File: src/design/ihex_pkg.sv
package ihex_pkg;

    // Default flash page size in bytes
    localparam int PAGE_BYTES_DEF = 128;

    // Record start character
    localparam logic [7:0] CHAR_COLON = 8'h3A;

    // Record type that marks end of file
    localparam logic [7:0] REC_TYPE_EOF = 8'h01;

    // Parser phases, one-hot
    typedef enum logic [6:0] {
        PH_WAIT = 7'b0000001,
        PH_LEN  = 7'b0000010,
        PH_ADDR = 7'b0000100,
        PH_TYPE = 7'b0001000,
        PH_DATA = 7'b0010000,
        PH_SUM  = 7'b0100000,
        PH_ERR  = 7'b1000000
    } phase_t;

    // One result beat
    typedef struct packed {
        logic        byte_valid;
        logic [7:0]  data_byte;
        logic [6:0]  byte_index;
        logic        page_commit;
        logic [15:0] page_address;
        logic        record_done;
        logic        checksum_ok;
        logic        end_of_file;
        logic        parse_error;
    } result_t;

    // ASCII hex digit to nibble; anything else reads as zero
    function automatic logic [3:0] hex_value(input logic [7:0] ch);
        logic [3:0] val;
        val = 4'h0;
        if (ch >= 8'h30 && ch <= 8'h39) begin
            val = 4'(ch - 8'h30);
        end else if (ch >= 8'h41 && ch <= 8'h46) begin
            val = 4'(ch - 8'h37);
        end else if (ch >= 8'h61 && ch <= 8'h66) begin
            val = 4'(ch - 8'h57);
        end
        return val;
    endfunction

endpackage

File: src/design/intel_hex_record_parser_core.sv
// Characters are registered on input and result beats in the result register.
// Throughput: one character per cycle unless a held result beat stalls the input.
// Page base alignment runs in a registered multiply pipeline off the address field;
// a commit needs it no sooner than four characters later.
// Reset: synchronous, active low; parser returns to waiting for ':' with an empty page.
module intel_hex_record_parser_core #(
    parameter int PAGE_BYTES = ihex_pkg::PAGE_BYTES_DEF
) (
    input  logic        aclk,
    input  logic        aresetn,
    input  logic        s_valid,
    output logic        s_ready,
    input  logic [7:0]  s_ascii_char,
    output logic        m_valid,
    input  logic        m_ready,
    output logic        m_byte_valid,
    output logic [7:0]  m_data_byte,
    output logic [6:0]  m_byte_index,
    output logic        m_page_commit,
    output logic [15:0] m_page_address,
    output logic        m_record_done,
    output logic        m_checksum_ok,
    output logic        m_end_of_file,
    output logic        m_parse_error
);
    import ihex_pkg::*;

    logic        in_valid_reg;
    logic [7:0]  char_reg;
    logic        out_valid_reg;
    result_t     out_reg;
    logic        out_free;
    logic        fire;
    logic        emit;
    result_t     result;
    logic        addr_capture;
    logic [15:0] addr_value;
    logic [15:0] page_base;

    assign out_free = !out_valid_reg || m_ready;
    assign fire     = in_valid_reg && out_free;
    assign s_ready  = !in_valid_reg || fire;

    // Input character register
    always_ff @(posedge aclk) begin
        if (!aresetn) begin
            in_valid_reg <= 1'b0;
        end else if (s_ready) begin
            in_valid_reg <= s_valid;
        end
        if (s_valid && s_ready) begin
            char_reg <= s_ascii_char;
        end
    end

    ihex_parse #(
        .PAGE_BYTES (PAGE_BYTES)
    ) u_parse (
        .aclk         (aclk),
        .aresetn      (aresetn),
        .fire         (fire),
        .ascii_char   (char_reg),
        .page_base    (page_base),
        .addr_capture (addr_capture),
        .addr_value   (addr_value),
        .emit         (emit),
        .result       (result)
    );

    ihex_page_base #(
        .PAGE_BYTES (PAGE_BYTES)
    ) u_page_base (
        .aclk      (aclk),
        .aresetn   (aresetn),
        .capture   (addr_capture),
        .address   (addr_value),
        .page_base (page_base)
    );

    // Result register
    always_ff @(posedge aclk) begin
        if (!aresetn) begin
            out_valid_reg <= 1'b0;
        end else if (out_free) begin
            out_valid_reg <= fire && emit;
        end
        if (fire && emit) begin
            out_reg <= result;
        end
    end

    assign m_valid        = out_valid_reg;
    assign m_byte_valid   = out_reg.byte_valid;
    assign m_data_byte    = out_reg.data_byte;
    assign m_byte_index   = out_reg.byte_index;
    assign m_page_commit  = out_reg.page_commit;
    assign m_page_address = out_reg.page_address;
    assign m_record_done  = out_reg.record_done;
    assign m_checksum_ok  = out_reg.checksum_ok;
    assign m_end_of_file  = out_reg.end_of_file;
    assign m_parse_error  = out_reg.parse_error;

endmodule

File: src/design/ihex_page_base.sv
module ihex_page_base #(
    parameter int PAGE_BYTES = ihex_pkg::PAGE_BYTES_DEF
) (
    input  logic        aclk,
    input  logic        aresetn,
    input  logic        capture,
    input  logic [15:0] address,
    output logic [15:0] page_base
);
    import ihex_pkg::*;

    // Exact 16-bit division by a constant: floor(a * RECIP >> SHIFT)
    localparam int          LOG_P   = $clog2(PAGE_BYTES);
    localparam int          SHIFT   = 16 + LOG_P;
    localparam logic [16:0] RECIP   = 17'(((64'd1 << SHIFT) + PAGE_BYTES - 1) / PAGE_BYTES);
    localparam logic [8:0]  PAGE_SZ = 9'(PAGE_BYTES);

    logic        cap_valid_reg;
    logic [15:0] addr_reg;
    logic        quot_valid_reg;
    logic [15:0] quot_reg;
    logic [15:0] page_base_reg;
    logic [32:0] quot_prod;
    logic [24:0] base_prod;

    assign quot_prod = {16'b0, addr_reg} * {16'b0, RECIP};
    assign base_prod = {9'b0, quot_reg} * {16'b0, PAGE_SZ};

    // Address capture
    always_ff @(posedge aclk) begin
        if (!aresetn) begin
            cap_valid_reg <= 1'b0;
        end else begin
            cap_valid_reg <= capture;
        end
        if (capture) begin
            addr_reg <= address;
        end
    end

    // Quotient stage
    always_ff @(posedge aclk) begin
        if (!aresetn) begin
            quot_valid_reg <= 1'b0;
        end else begin
            quot_valid_reg <= cap_valid_reg;
        end
        if (cap_valid_reg) begin
            quot_reg <= 16'(quot_prod >> SHIFT);
        end
    end

    // Aligned base: quotient times page size
    always_ff @(posedge aclk) begin
        if (!aresetn) begin
            page_base_reg <= '0;
        end else if (quot_valid_reg) begin
            page_base_reg <= base_prod[15:0];
        end
    end

    assign page_base = page_base_reg;

endmodule

File: src/design/ihex_parse.sv
module ihex_parse #(
    parameter int PAGE_BYTES = ihex_pkg::PAGE_BYTES_DEF
) (
    input  logic              aclk,
    input  logic              aresetn,
    input  logic              fire,
    input  logic [7:0]        ascii_char,
    input  logic [15:0]       page_base,
    output logic              addr_capture,
    output logic [15:0]       addr_value,
    output logic              emit,
    output ihex_pkg::result_t result
);
    import ihex_pkg::*;

    localparam int FILL_W = $clog2(PAGE_BYTES);
    localparam logic [FILL_W-1:0] FILL_LAST = FILL_W'(PAGE_BYTES - 1);

    phase_t            phase_reg,   phase_next;
    logic [2:0]        count_reg,   count_next;
    logic [15:0]       acc_reg,     acc_next;
    logic [7:0]        len_reg,     len_next;
    logic [7:0]        type_reg,    type_next;
    logic [7:0]        sum_reg,     sum_next;
    logic [7:0]        bytes_reg,   bytes_next;
    logic [FILL_W-1:0] fill_reg,    fill_next;
    logic              need_reg,    need_next;

    logic [15:0] acc_shift;
    logic [2:0]  count_inc;
    logic [7:0]  low_byte;
    logic [7:0]  sum_total;
    logic [7:0]  bytes_inc;
    logic [7:0]  fill_ext;
    logic        pair_done;
    logic        quad_done;
    logic        capture;

    assign acc_shift = {acc_reg[11:0], hex_value(ascii_char)};
    assign count_inc = count_reg + 3'd1;
    assign pair_done = (count_inc >= 3'd2);
    assign quad_done = (count_inc >= 3'd4);
    assign low_byte  = acc_shift[7:0];
    assign sum_total = sum_reg + low_byte;
    assign bytes_inc = bytes_reg + 8'd1;
    assign fill_ext  = 8'(fill_reg);

    // Next state and result for the character at hand
    always_comb begin
        phase_next = phase_reg;
        count_next = count_reg;
        acc_next   = acc_reg;
        len_next   = len_reg;
        type_next  = type_reg;
        sum_next   = sum_reg;
        bytes_next = bytes_reg;
        fill_next  = fill_reg;
        need_next  = need_reg;
        capture    = 1'b0;
        emit       = 1'b0;
        result     = '0;

        unique case (phase_reg)
            PH_WAIT: begin
                if (ascii_char == CHAR_COLON) begin
                    phase_next = PH_LEN;
                    count_next = '0;
                    acc_next   = '0;
                    sum_next   = '0;
                end
            end
            PH_LEN: begin
                acc_next = acc_shift;
                if (pair_done) begin
                    count_next = '0;
                    len_next   = low_byte;
                    sum_next   = sum_total;
                    phase_next = PH_ADDR;
                end else begin
                    count_next = count_inc;
                end
            end
            PH_ADDR: begin
                acc_next = acc_shift;
                if (quad_done) begin
                    count_next = '0;
                    sum_next   = sum_reg + acc_shift[7:0] + acc_shift[15:8];
                    if (need_reg) begin
                        capture   = 1'b1;
                        need_next = 1'b0;
                    end
                    phase_next = PH_TYPE;
                end else begin
                    count_next = count_inc;
                end
            end
            PH_TYPE: begin
                acc_next = acc_shift;
                if (pair_done) begin
                    count_next = '0;
                    type_next  = low_byte;
                    sum_next   = sum_total;
                    bytes_next = '0;
                    // end of file and empty records skip the data digits
                    if (low_byte == REC_TYPE_EOF || len_reg == 8'd0) begin
                        phase_next = PH_SUM;
                    end else begin
                        phase_next = PH_DATA;
                    end
                end else begin
                    count_next = count_inc;
                end
            end
            PH_DATA: begin
                acc_next = acc_shift;
                if (pair_done) begin
                    count_next        = '0;
                    sum_next          = sum_total;
                    emit              = 1'b1;
                    result.byte_valid = 1'b1;
                    result.data_byte  = low_byte;
                    result.byte_index = fill_ext[6:0];
                    bytes_next        = bytes_inc;
                    if (bytes_inc == len_reg) begin
                        phase_next = PH_SUM;
                    end
                    // full page: commit and start over
                    if (fill_reg == FILL_LAST) begin
                        result.page_commit  = 1'b1;
                        result.page_address = page_base;
                        fill_next           = '0;
                        need_next           = 1'b1;
                    end else begin
                        fill_next = fill_reg + 1'b1;
                    end
                end else begin
                    count_next = count_inc;
                end
            end
            PH_SUM: begin
                acc_next = acc_shift;
                if (pair_done) begin
                    count_next         = '0;
                    sum_next           = sum_total;
                    emit               = 1'b1;
                    result.record_done = 1'b1;
                    result.checksum_ok = (sum_total == 8'd0);
                    phase_next         = (sum_total == 8'd0) ? PH_WAIT : PH_ERR;
                    // end of file commits the partial page regardless of checksum
                    if (type_reg == REC_TYPE_EOF) begin
                        result.page_commit  = 1'b1;
                        result.page_address = page_base;
                        result.end_of_file  = 1'b1;
                        fill_next           = '0;
                        need_next           = 1'b1;
                    end
                end else begin
                    count_next = count_inc;
                end
            end
            default: begin
                // error state: sticky until reset
                emit               = 1'b1;
                result.parse_error = 1'b1;
            end
        endcase
    end

    // Parser state
    always_ff @(posedge aclk) begin
        if (!aresetn) begin
            phase_reg <= PH_WAIT;
            count_reg <= '0;
            acc_reg   <= '0;
            len_reg   <= '0;
            type_reg  <= '0;
            sum_reg   <= '0;
            bytes_reg <= '0;
            fill_reg  <= '0;
            need_reg  <= 1'b1;
        end else if (fire) begin
            phase_reg <= phase_next;
            count_reg <= count_next;
            acc_reg   <= acc_next;
            len_reg   <= len_next;
            type_reg  <= type_next;
            sum_reg   <= sum_next;
            bytes_reg <= bytes_next;
            fill_reg  <= fill_next;
            need_reg  <= need_next;
        end
    end

    assign addr_capture = fire && capture;
    assign addr_value   = acc_shift;

endmodule

File: config.mk
export PLATFORM = sky130hd
export DESIGN_NAME = intel_hex_record_parser_core
export DESIGN_NICKNAME = d
export VERILOG_FILES = /design/src/design/ihex_pkg.sv /design/src/design/intel_hex_record_parser_core.sv /design/src/design/ihex_page_base.sv /design/src/design/ihex_parse.sv
export SDC_FILE = /design/constraint.sdc
export NUM_CORES = 1
export LEC_CHECK = 0
export ABC_CLOCK_PERIOD_IN_PS = 6450
export BUFFER_PORTS_ARGS = -buffer_cell sky130_fd_sc_hd__buf_2
export CAP_MARGIN = 20
export CORE_UTILIZATION = 55
export CTS_CLUSTER_DIAMETER = 200
export DETAILED_ROUTE_END_ITERATION = 6
export GPL_TIMING_DRIVEN = 0
export PLACE_DENSITY = 0.75
export SLEW_MARGIN = 20
export SYNTH_ARGS = -nofsm -noshare
export SYNTH_HDL_FRONTEND = slang
export SYNTH_HIERARCHICAL = 1
export SYNTH_SLANG_ARGS = --single-unit
File: constraint.sdc
create_clock -name aclk -period 6.45 [get_ports aclk]
set_input_delay 1.29 -clock aclk [delete_from_list [all_inputs] [get_ports aclk]]
set_output_delay 1.29 -clock aclk [all_outputs]
set_load 0.02 [all_outputs]
==> results of run 1 <==
## metrics by stage
| step | setup WS [ns] | area [µm²] |
|---|---|---|
| floorplan | 2.555 | 6729 |
| CTS | 1.844 | 7794 |
| detailed placement | 1.872 | 7191 |
| global placement | 1.938 | 7158 |
| global route | 1.477 | 7794 |
| finish | 1.813 | 7794 |
## worst max path at each step
stage	start	end	slack, ns	cells past startpoint
after floorplan	char_reg[1]	u_parse/sum_reg[7]	2.56	18
after global placement	char_reg[1]	u_parse/sum_reg[7]	1.94	18
after detailed placement	char_reg[1]	u_parse/sum_reg[7]	1.87	18
after CTS	char_reg[1]	u_parse/sum_reg[7]	1.84	18
after global routing	char_reg[1]	u_parse/sum_reg[7]	1.48	18
final	char_reg[1]	u_parse/sum_reg[7]	1.81	18
## where the power goes
part / total (W) / switching (W) / internal (W)
Sequential: 0.000914 / 0.00000242 / 0.000912
Clock: 0.000981 / 0.000394 / 0.000586
Combinational: 0.0000465 / 0.0000277 / 0.0000188
## area by class of cell
type / count / area share [%]
flip-flops and latches: 138 / 43.54
multi-input cells: 439 / 39.32
clock buffers: 20 / 6.149
repair buffers: 51 / 3.468
plain buffers: 33 / 2.922
well taps: 143 / 2.296
clock inverters: 12 / 1.589
inverters: 15 / 0.7224
## synthesized netlist by cell type (6+ instances only)
cell type and count:
sky130_fd_sc_hd__dfxtp_1 75, sky130_fd_sc_hd__edfxtp_1 63, sky130_fd_sc_hd__and2_1 40, sky130_fd_sc_hd__nor2b_1 40, sky130_fd_sc_hd__nand2_1 35, sky130_fd_sc_hd__nor2_1 35, sky130_fd_sc_hd__o21ai_0 24, sky130_fd_sc_hd__ha_1 23
sky130_fd_sc_hd__mux2i_1 20, sky130_fd_sc_hd__a21oi_1 19, sky130_fd_sc_hd__a22oi_1 18, sky130_fd_sc_hd__inv_1 15, sky130_fd_sc_hd__xnor2_1 15, sky130_fd_sc_hd__clkbuf_1 14, sky130_fd_sc_hd__nor3_1 14, sky130_fd_sc_hd__nand3_1 13
sky130_fd_sc_hd__buf_4 10, sky130_fd_sc_hd__o211a_1 9, sky130_fd_sc_hd__a21o_1 7, sky130_fd_sc_hd__a31oi_1 7, sky130_fd_sc_hd__or3_1 7, sky130_fd_sc_hd__a21boi_0 6, sky130_fd_sc_hd__nand2b_1 6, sky130_fd_sc_hd__xor2_1 6
## per-layer routing
layer  routed length [µm]  track usage, %  vias up  share of wire, %
li1                     -               -     2391                 -
met1                 6304           29.69     2308                44
met2                 6856           39.67      170                48
met3                  851           5.238       30               5.9
met4                  357           11.82        0               2.5
met5                    0               0        -                 0
## kinds of logic (layout without fill, tap and decap cells)
| group | count (synthesis) | count (layout) | synth area share, % |
|---|---|---|---|
| other cells | 1 | 7 | 0.05592 |
| buf+inv | 48 | 131 | 4.235 |
| compound gates | 130 | 130 | 13.64 |
| mux | 21 | 21 | 3.153 |
| fa+ha+maj | 25 | 25 | 4.888 |
| flops | 138 | 138 | 50.60 |
| simple gates | 234 | 234 | 20.35 |
| xor+xnor | 22 | 22 | 3.078 |
## critical path, stage by stage, from the launching register on
cell	delay, ns
sky130_fd_sc_hd__edfxtp_1	0.44
sky130_fd_sc_hd__inv_1	0.09
sky130_fd_sc_hd__ha_1	0.21
sky130_fd_sc_hd__nand2b_1	0.14
sky130_fd_sc_hd__o21ai_0	0.32
sky130_fd_sc_hd__nor2b_1	0.14
sky130_fd_sc_hd__a22oi_1	0.59
sky130_fd_sc_hd__inv_1	0.16
sky130_fd_sc_hd__ha_1	0.30
sky130_fd_sc_hd__a21o_1	0.22
sky130_fd_sc_hd__a221o_1	0.30
sky130_fd_sc_hd__a21oi_1	0.17
sky130_fd_sc_hd__xnor2_1	0.14
sky130_fd_sc_hd__ha_1	0.23
sky130_fd_sc_hd__or4_1	0.47
sky130_fd_sc_hd__a31oi_1	0.20
sky130_fd_sc_hd__xnor3_1	0.23
sky130_fd_sc_hd__nand2_1	0.08
sky130_fd_sc_hd__a31oi_1	0.09
==> impl_metrics.json, run 1 <==
{
  "tightest_slew_ns": 0.8081,
  "cp-start-kind": "register",
  "hold_path_depth": 0,
  "drt-initial-drc-count": 321,
  "timing.hold.worst.start": "u_page_base/addr_reg[12]",
  "ys_seq_area_share_pct": 50.60,
  "worst_hold_margin_ns": 0.4148,
  "final_layout_size_suffix_gt1_share_pct": 16.53,
  "timing.clock.skew_ns": 0.009013,
  "final.min_clock_period_ns": 4.637,
  "clk_path_buf_depth": 2,
  "criticalPathCategory": "reg -> reg",
  "irDropWorstVdd_uv": 132.9,
  "reg2regPathDepth": 18,
  "final-max-slew-violation-count": 0,
  "synth_area_leaders": "sky130_fd_sc_hd__edfxtp_1 28%, sky130_fd_sc_hd__dfxtp_1 22%, sky130_fd_sc_hd__ha_1 4.3%, sky130_fd_sc_hd__and2_1 3.7%, sky130_fd_sc_hd__nor2b_1 3.7%",
  "worstReg2RegEnd": "u_parse/sum_reg[7]",
  "cts_tree": "done",
  "timing.reg2reg.setup_slack_ns": 1.81,
  "rel_slew_slack_pct": 46.01,
  "globalplace.congestion": 0.8901,
  "finalSetupTns_ns": 0,
  "drc_errors": 0,
  "placedCellCount": 819,
  "outcome": "complete, no violations",
  "cts.repair.resized": 0,
  "sort_of_element_at_the_end_of_the_critical_path": "register",
  "final-hold-violation-count": 0,
  "mostFrequentLayoutCell": "sky130_fd_sc_hd__dfxtp_1",
  "end_point_of_the_worst_hold_path": "u_page_base/quot_reg[5]",
  "gr-total-overflow": 0,
  "ys_ff_latch": 138,
  "report.final.setup_viol": 0,
  "power.static_leakage_nw": 2.931,
  "fp.dieArea_mm2": 0.01264,
  "largest_area_contributor_in_the_synthesized_netlist": "sky130_fd_sc_hd__edfxtp_1",
  "cts.clk_slew.worst_paths_ns": 0.07,
  "synth_top_area_share_pct": 28.21,
  "number_of_antenna_violations_at_the_first_check_in_global_routing": 0,
  "ys_types": 73,
  "cts_post_setup_buffers_inserted": 0,
  "final_cell_mix": "75 x sky130_fd_sc_hd__dfxtp_1, 63 x sky130_fd_sc_hd__edfxtp_1, 51 x sky130_fd_sc_hd__buf_2",
  "ctsHoldBuffers": 0,
  "final.fill_count": 907,
  "multiInputGateArea_mm2": 0.003064,
  "initial_utilization_pct": 57.50,
  "power_per_cell_area_mw_per_mm2": 249.1,
  "detail_route.wl_per_cell_um": 16.88,
  "number_of_flops_mapped_to_enable_cells_by_yosys": 63,
  "die_width_um": 112.4,
  "cp.required_ns": 6.77,
  "max_ffs_per_register": 16,
  "wire_length_of_the_first_global_routing_pass_um": 23200,
  "largest_net_degree_at_the_start_of_global_routing": 32,
  "layout-area-overhead-vs-synth_pct": 16.21,
  "finalWirelength_um": 14370,
  "final_antenna_diode_count": 0,
  "clock_tree.htree_level_count": 4,
  "critical_path.reg2reg.startpoint": "char_reg[1]",
  "final-seq-area_mm2": 0.003393,
  "share_of_flip_flops_with_an_asynchronous_set_or_reset_after_synthesis_pct": 0,
  "firstDrtPassIters": 5,
  "clk_latency_ns": 0.43,
  "postSynth.topFlopCell": "sky130_fd_sc_hd__dfxtp_1",
  "place_hpwl_um": 10140,
  "clock_tree.root_cell": "sky130_fd_sc_hd__clkbuf_16",
  "num_rows": 39,
  "post-layout-total-power_w": 0.001942,
  "cts_sinks": 138,
  "grt_usage_pct": 23.93,
  "maxCapViolations": 0,
  "yosysWarnings": 6,
  "nets_finish": 732,
  "cts_inserted_buffers": 17,
  "synthCells": 619,
  "rsz0062_at_grt": "false",
  "first_global_vias": 4693,
  "finish.cell_count_without_fillers": 851,
  "cp_data_arrival_time_ns": 4.96,
  "io_pins": 51,
  "drt.antenna.violating_nets": 0,
  "mappedNetlistArea_mm2": 0.006706,
  "worst_hold_path_type": "reg -> reg",
  "fp.dieH_um": 112.4,
  "route.vias.total": 4899,
  "layout_worst_path_cycle_share_pct": 71.89,
  "final_core_util_pct": 66.83,
  "timing.critical_path.fanout_max": 6,
  "clock.fmax_mhz": 215.7,
  "synth_area_per_cell_um2": 10.83,
  "vias_per_cell": 5.757,
  "coreArea_mm2": 0.01166,
  "numPortBuffers": 50
}
(Power assumes the default switching activity.)
==> run 2, diff against run 1 <==
- ABC_CLOCK_PERIOD_IN_PS: 6450 -> 4250
- PLACE_DENSITY: 0.75 -> 0.78
- clock period: 6.45 -> 4.25 ns (I/O delays scaled with it)
==> impl_metrics.json, run 2 (synthesis results as in run 1) <==
{
  "layout-area-overhead-vs-synth_pct": 18.28,
  "place_hpwl_um": 10280,
  "cts.clk_slew.worst_paths_ns": 0.06,
  "clock_tree.root_cell": "sky130_fd_sc_hd__clkbuf_16",
  "initial_utilization_pct": 57.50,
  "report.final.setup_viol": 0,
  "cp-start-kind": "register",
  "worstSetupEndpoint": "u_parse/sum_reg[7]",
  "coreArea_mm2": 0.01166,
  "maxCapViolations": 0,
  "io_pins": 51,
  "num_rows": 39,
  "critical-path-max-stage-delay_ns": 0.47,
  "cts_inserted_buffers": 17,
  "final-hold-violation-count": 0,
  "cp_data_arrival_time_ns": 4.35,
  "numPortBuffers": 50,
  "cellInternalPower_w": 0.002279,
  "number_of_antenna_violations_at_the_first_check_in_global_routing": 0,
  "gr-total-overflow": 0,
  "cp.required_ns": 4.56,
  "p_sw_share_pct": 21.32,
  "route.vias.total": 5007,
  "timing.clock.skew_ns": 0.009486,
  "fp.dieArea_mm2": 0.01264,
  "drt.antenna.violating_nets": 0,
  "globalplace.congestion": 0.8958,
  "clock.fmax_mhz": 247.4,
  "final.min_clock_period_ns": 4.042,
  "multiInputGateArea_mm2": 0.003148,
  "critPathMostFrequentCell": "sky130_fd_sc_hd__ha_1",
  "timing.reg2reg.setup_slack_ns": 0.21,
  "first_global_vias": 4804,
  "final_layout_size_suffix_gt1_share_pct": 20.22,
  "worst_hold_path_type": "reg -> reg",
  "grt_usage_pct": 24.81,
  "clk_latency_ns": 0.42,
  "rel_slew_slack_pct": 47.30,
  "wire_length_of_the_first_global_routing_pass_um": 23920,
  "tightest_slew_ns": 0.7888,
  "post-layout-total-power_w": 0.002897,
  "clk_path_buf_depth": 2,
  "fin_area_mm2": 0.007933,
  "sequentialPowerShare_pct": 48.0,
  "power.clock.fraction_pct": 49.2,
  "vias_per_cell": 5.815,
  "outcome": "complete, no violations",
  "crit_path_cell_trace": "ha_1, nand2b_1, o21ai_2, nor2b_2, a22oi_2, inv_1, ha_1, a21o_1, a221o_1, a21oi_2, xnor2_2, ha_1, or4_1, a31oi_1, xnor3_1, nand2_1, a31oi_1",
  "final.fill_count": 837,
  "max_ffs_per_register": 16,
  "criticalPathCategory": "reg -> reg",
  "final-max-slew-violation-count": 0,
  "die_width_um": 112.4,
  "power.net_switching_w": 0.0006176,
  "drc_errors": 0,
  "clock_tree.htree_level_count": 4,
  "firstDrtPassIters": 5,
  "layout_worst_path_cycle_share_pct": 95.12,
  "power.static_leakage_nw": 2.956,
  "reg2regPathDepth": 17,
  "critical_path.reg2reg.startpoint": "char_reg[0]",
  "placedInstanceArea_mm2": 0.007191,
  "detail_route.wl_per_cell_um": 17.14,
  "worstReg2RegEnd": "u_parse/sum_reg[7]",
  "nets_finish": 741,
  "final-seq-area_mm2": 0.003393,
  "largest_net_degree_at_the_start_of_global_routing": 32,
  "timing.critical_path.fanout_max": 4,
  "irDropWorstVdd_uv": 214.9,
  "sort_of_element_at_the_end_of_the_critical_path": "register",
  "finalWirelength_um": 14760,
  "mostFrequentLayoutCell": "sky130_fd_sc_hd__dfxtp_1",
  "cts_sinks": 138,
  "power_frac_comb_pct": 2.8,
  "power_per_cell_area_mw_per_mm2": 365.2,
  "fp.dieH_um": 112.4,
  "critical-path-slowest-cell": "sky130_fd_sc_hd__or4_1",
  "final_cell_mix": "75 x sky130_fd_sc_hd__dfxtp_1, 63 x sky130_fd_sc_hd__edfxtp_1, 51 x sky130_fd_sc_hd__buf_2",
  "drt-initial-drc-count": 458,
  "cts_tree": "done",
  "crit_start": "char_reg[0]"
}
==> run 2: worst min-delay path by stage <==
stage	from	to	slack (ns)	cells past startpoint
2_1_floorplan	u_page_base/addr_reg[7]	u_page_base/quot_reg[0]	0.40	0
3_3_place_gp	u_page_base/addr_reg[15]	u_page_base/quot_reg[8]	0.40	0
3_5_place_dp	u_page_base/addr_reg[14]	u_page_base/quot_reg[7]	0.41	0
4_1_cts	u_page_base/addr_reg[14]	u_page_base/quot_reg[7]	0.42	0
5_1_grt	u_page_base/addr_reg[14]	u_page_base/quot_reg[7]	0.42	0
6_report	u_page_base/addr_reg[14]	u_page_base/quot_reg[7]	0.42	0
==> run 2: cell type report <==
class,count,area share (%)
multi-input cells,439,39.68
flip-flops and latches,138,42.78
well taps,143,2.256
inverters,15,0.7098
plain buffers,31,2.776
diodes,1,0.03155
repair buffers,62,4.448
clock buffers,20,5.899
clock inverters,12,1.420
==> run 2: worst max-delay path, delay by kind of cell, from the launching register on <==
kind                       cells  cell delay (ns)
AOI/OAI and AO/OA              7             1.48
xor gates and xnor gates       2             0.34
adders and majority gates      3             0.77
buffers and inverters          1             0.11
DFF                            1             0.44
and+or+nand+nor                4             0.80
==> run 2: routing by layer <==
| layer | global-route usage (%) | routed length, µm | vias to the layer above |
|---|---|---|---|
| li1 | - | - | 2412 |
| met1 | 31.27 | 6567 | 2393 |
| met2 | 41.08 | 7088 | 179 |
| met3 | 5.616 | 779 | 23 |
| met4 | 10.84 | 321 | 0 |
| met5 | 0 | 0 | - |
==> run 2: stage by stage <==
step	worst slack (ns)	hold WS [ns]	setup TNS (ns)	util (%)	instances
floorplan	0.3555	0.4003	0	-	625
global route	-0.004925	0.4215	-0.004925	68.00	860
global placement	-0.2644	0.4015	-0.4668	61.38	818
detailed placement	-0.3607	0.4063	-0.6337	61.66	819
CTS	0.002565	0.4187	0	67.00	854
finish	0.2075	0.4168	0	68.02	861
==> run 2: timing repair <==
| item | 4_1_cts | 5_1_grt |
|---|---|---|
| setup endpoints to repair | 5 | 5 |
| pin swaps | 1 | 5 |
| hold buffers | 0 | 0 |
| resized for setup | 7 | 13 |
| buffers inserted | 3 | 8 |
| cloned | 0 | 0 |
==> run 2: power groups by stage <==
stage / registers (W) / clock network [W] / logic [W]
finish: 0.00139 / 0.00143 / 0.0000816
global route: 0.00139 / 0.00151 / 0.0000871
CTS: 0.00139 / 0.00145 / 0.0000741
detailed placement: 0.00142 / 0 / 0.0000692
global placement: 0.00142 / 0 / 0.0000667
floorplan: 0.00142 / 0 / 0.0000449
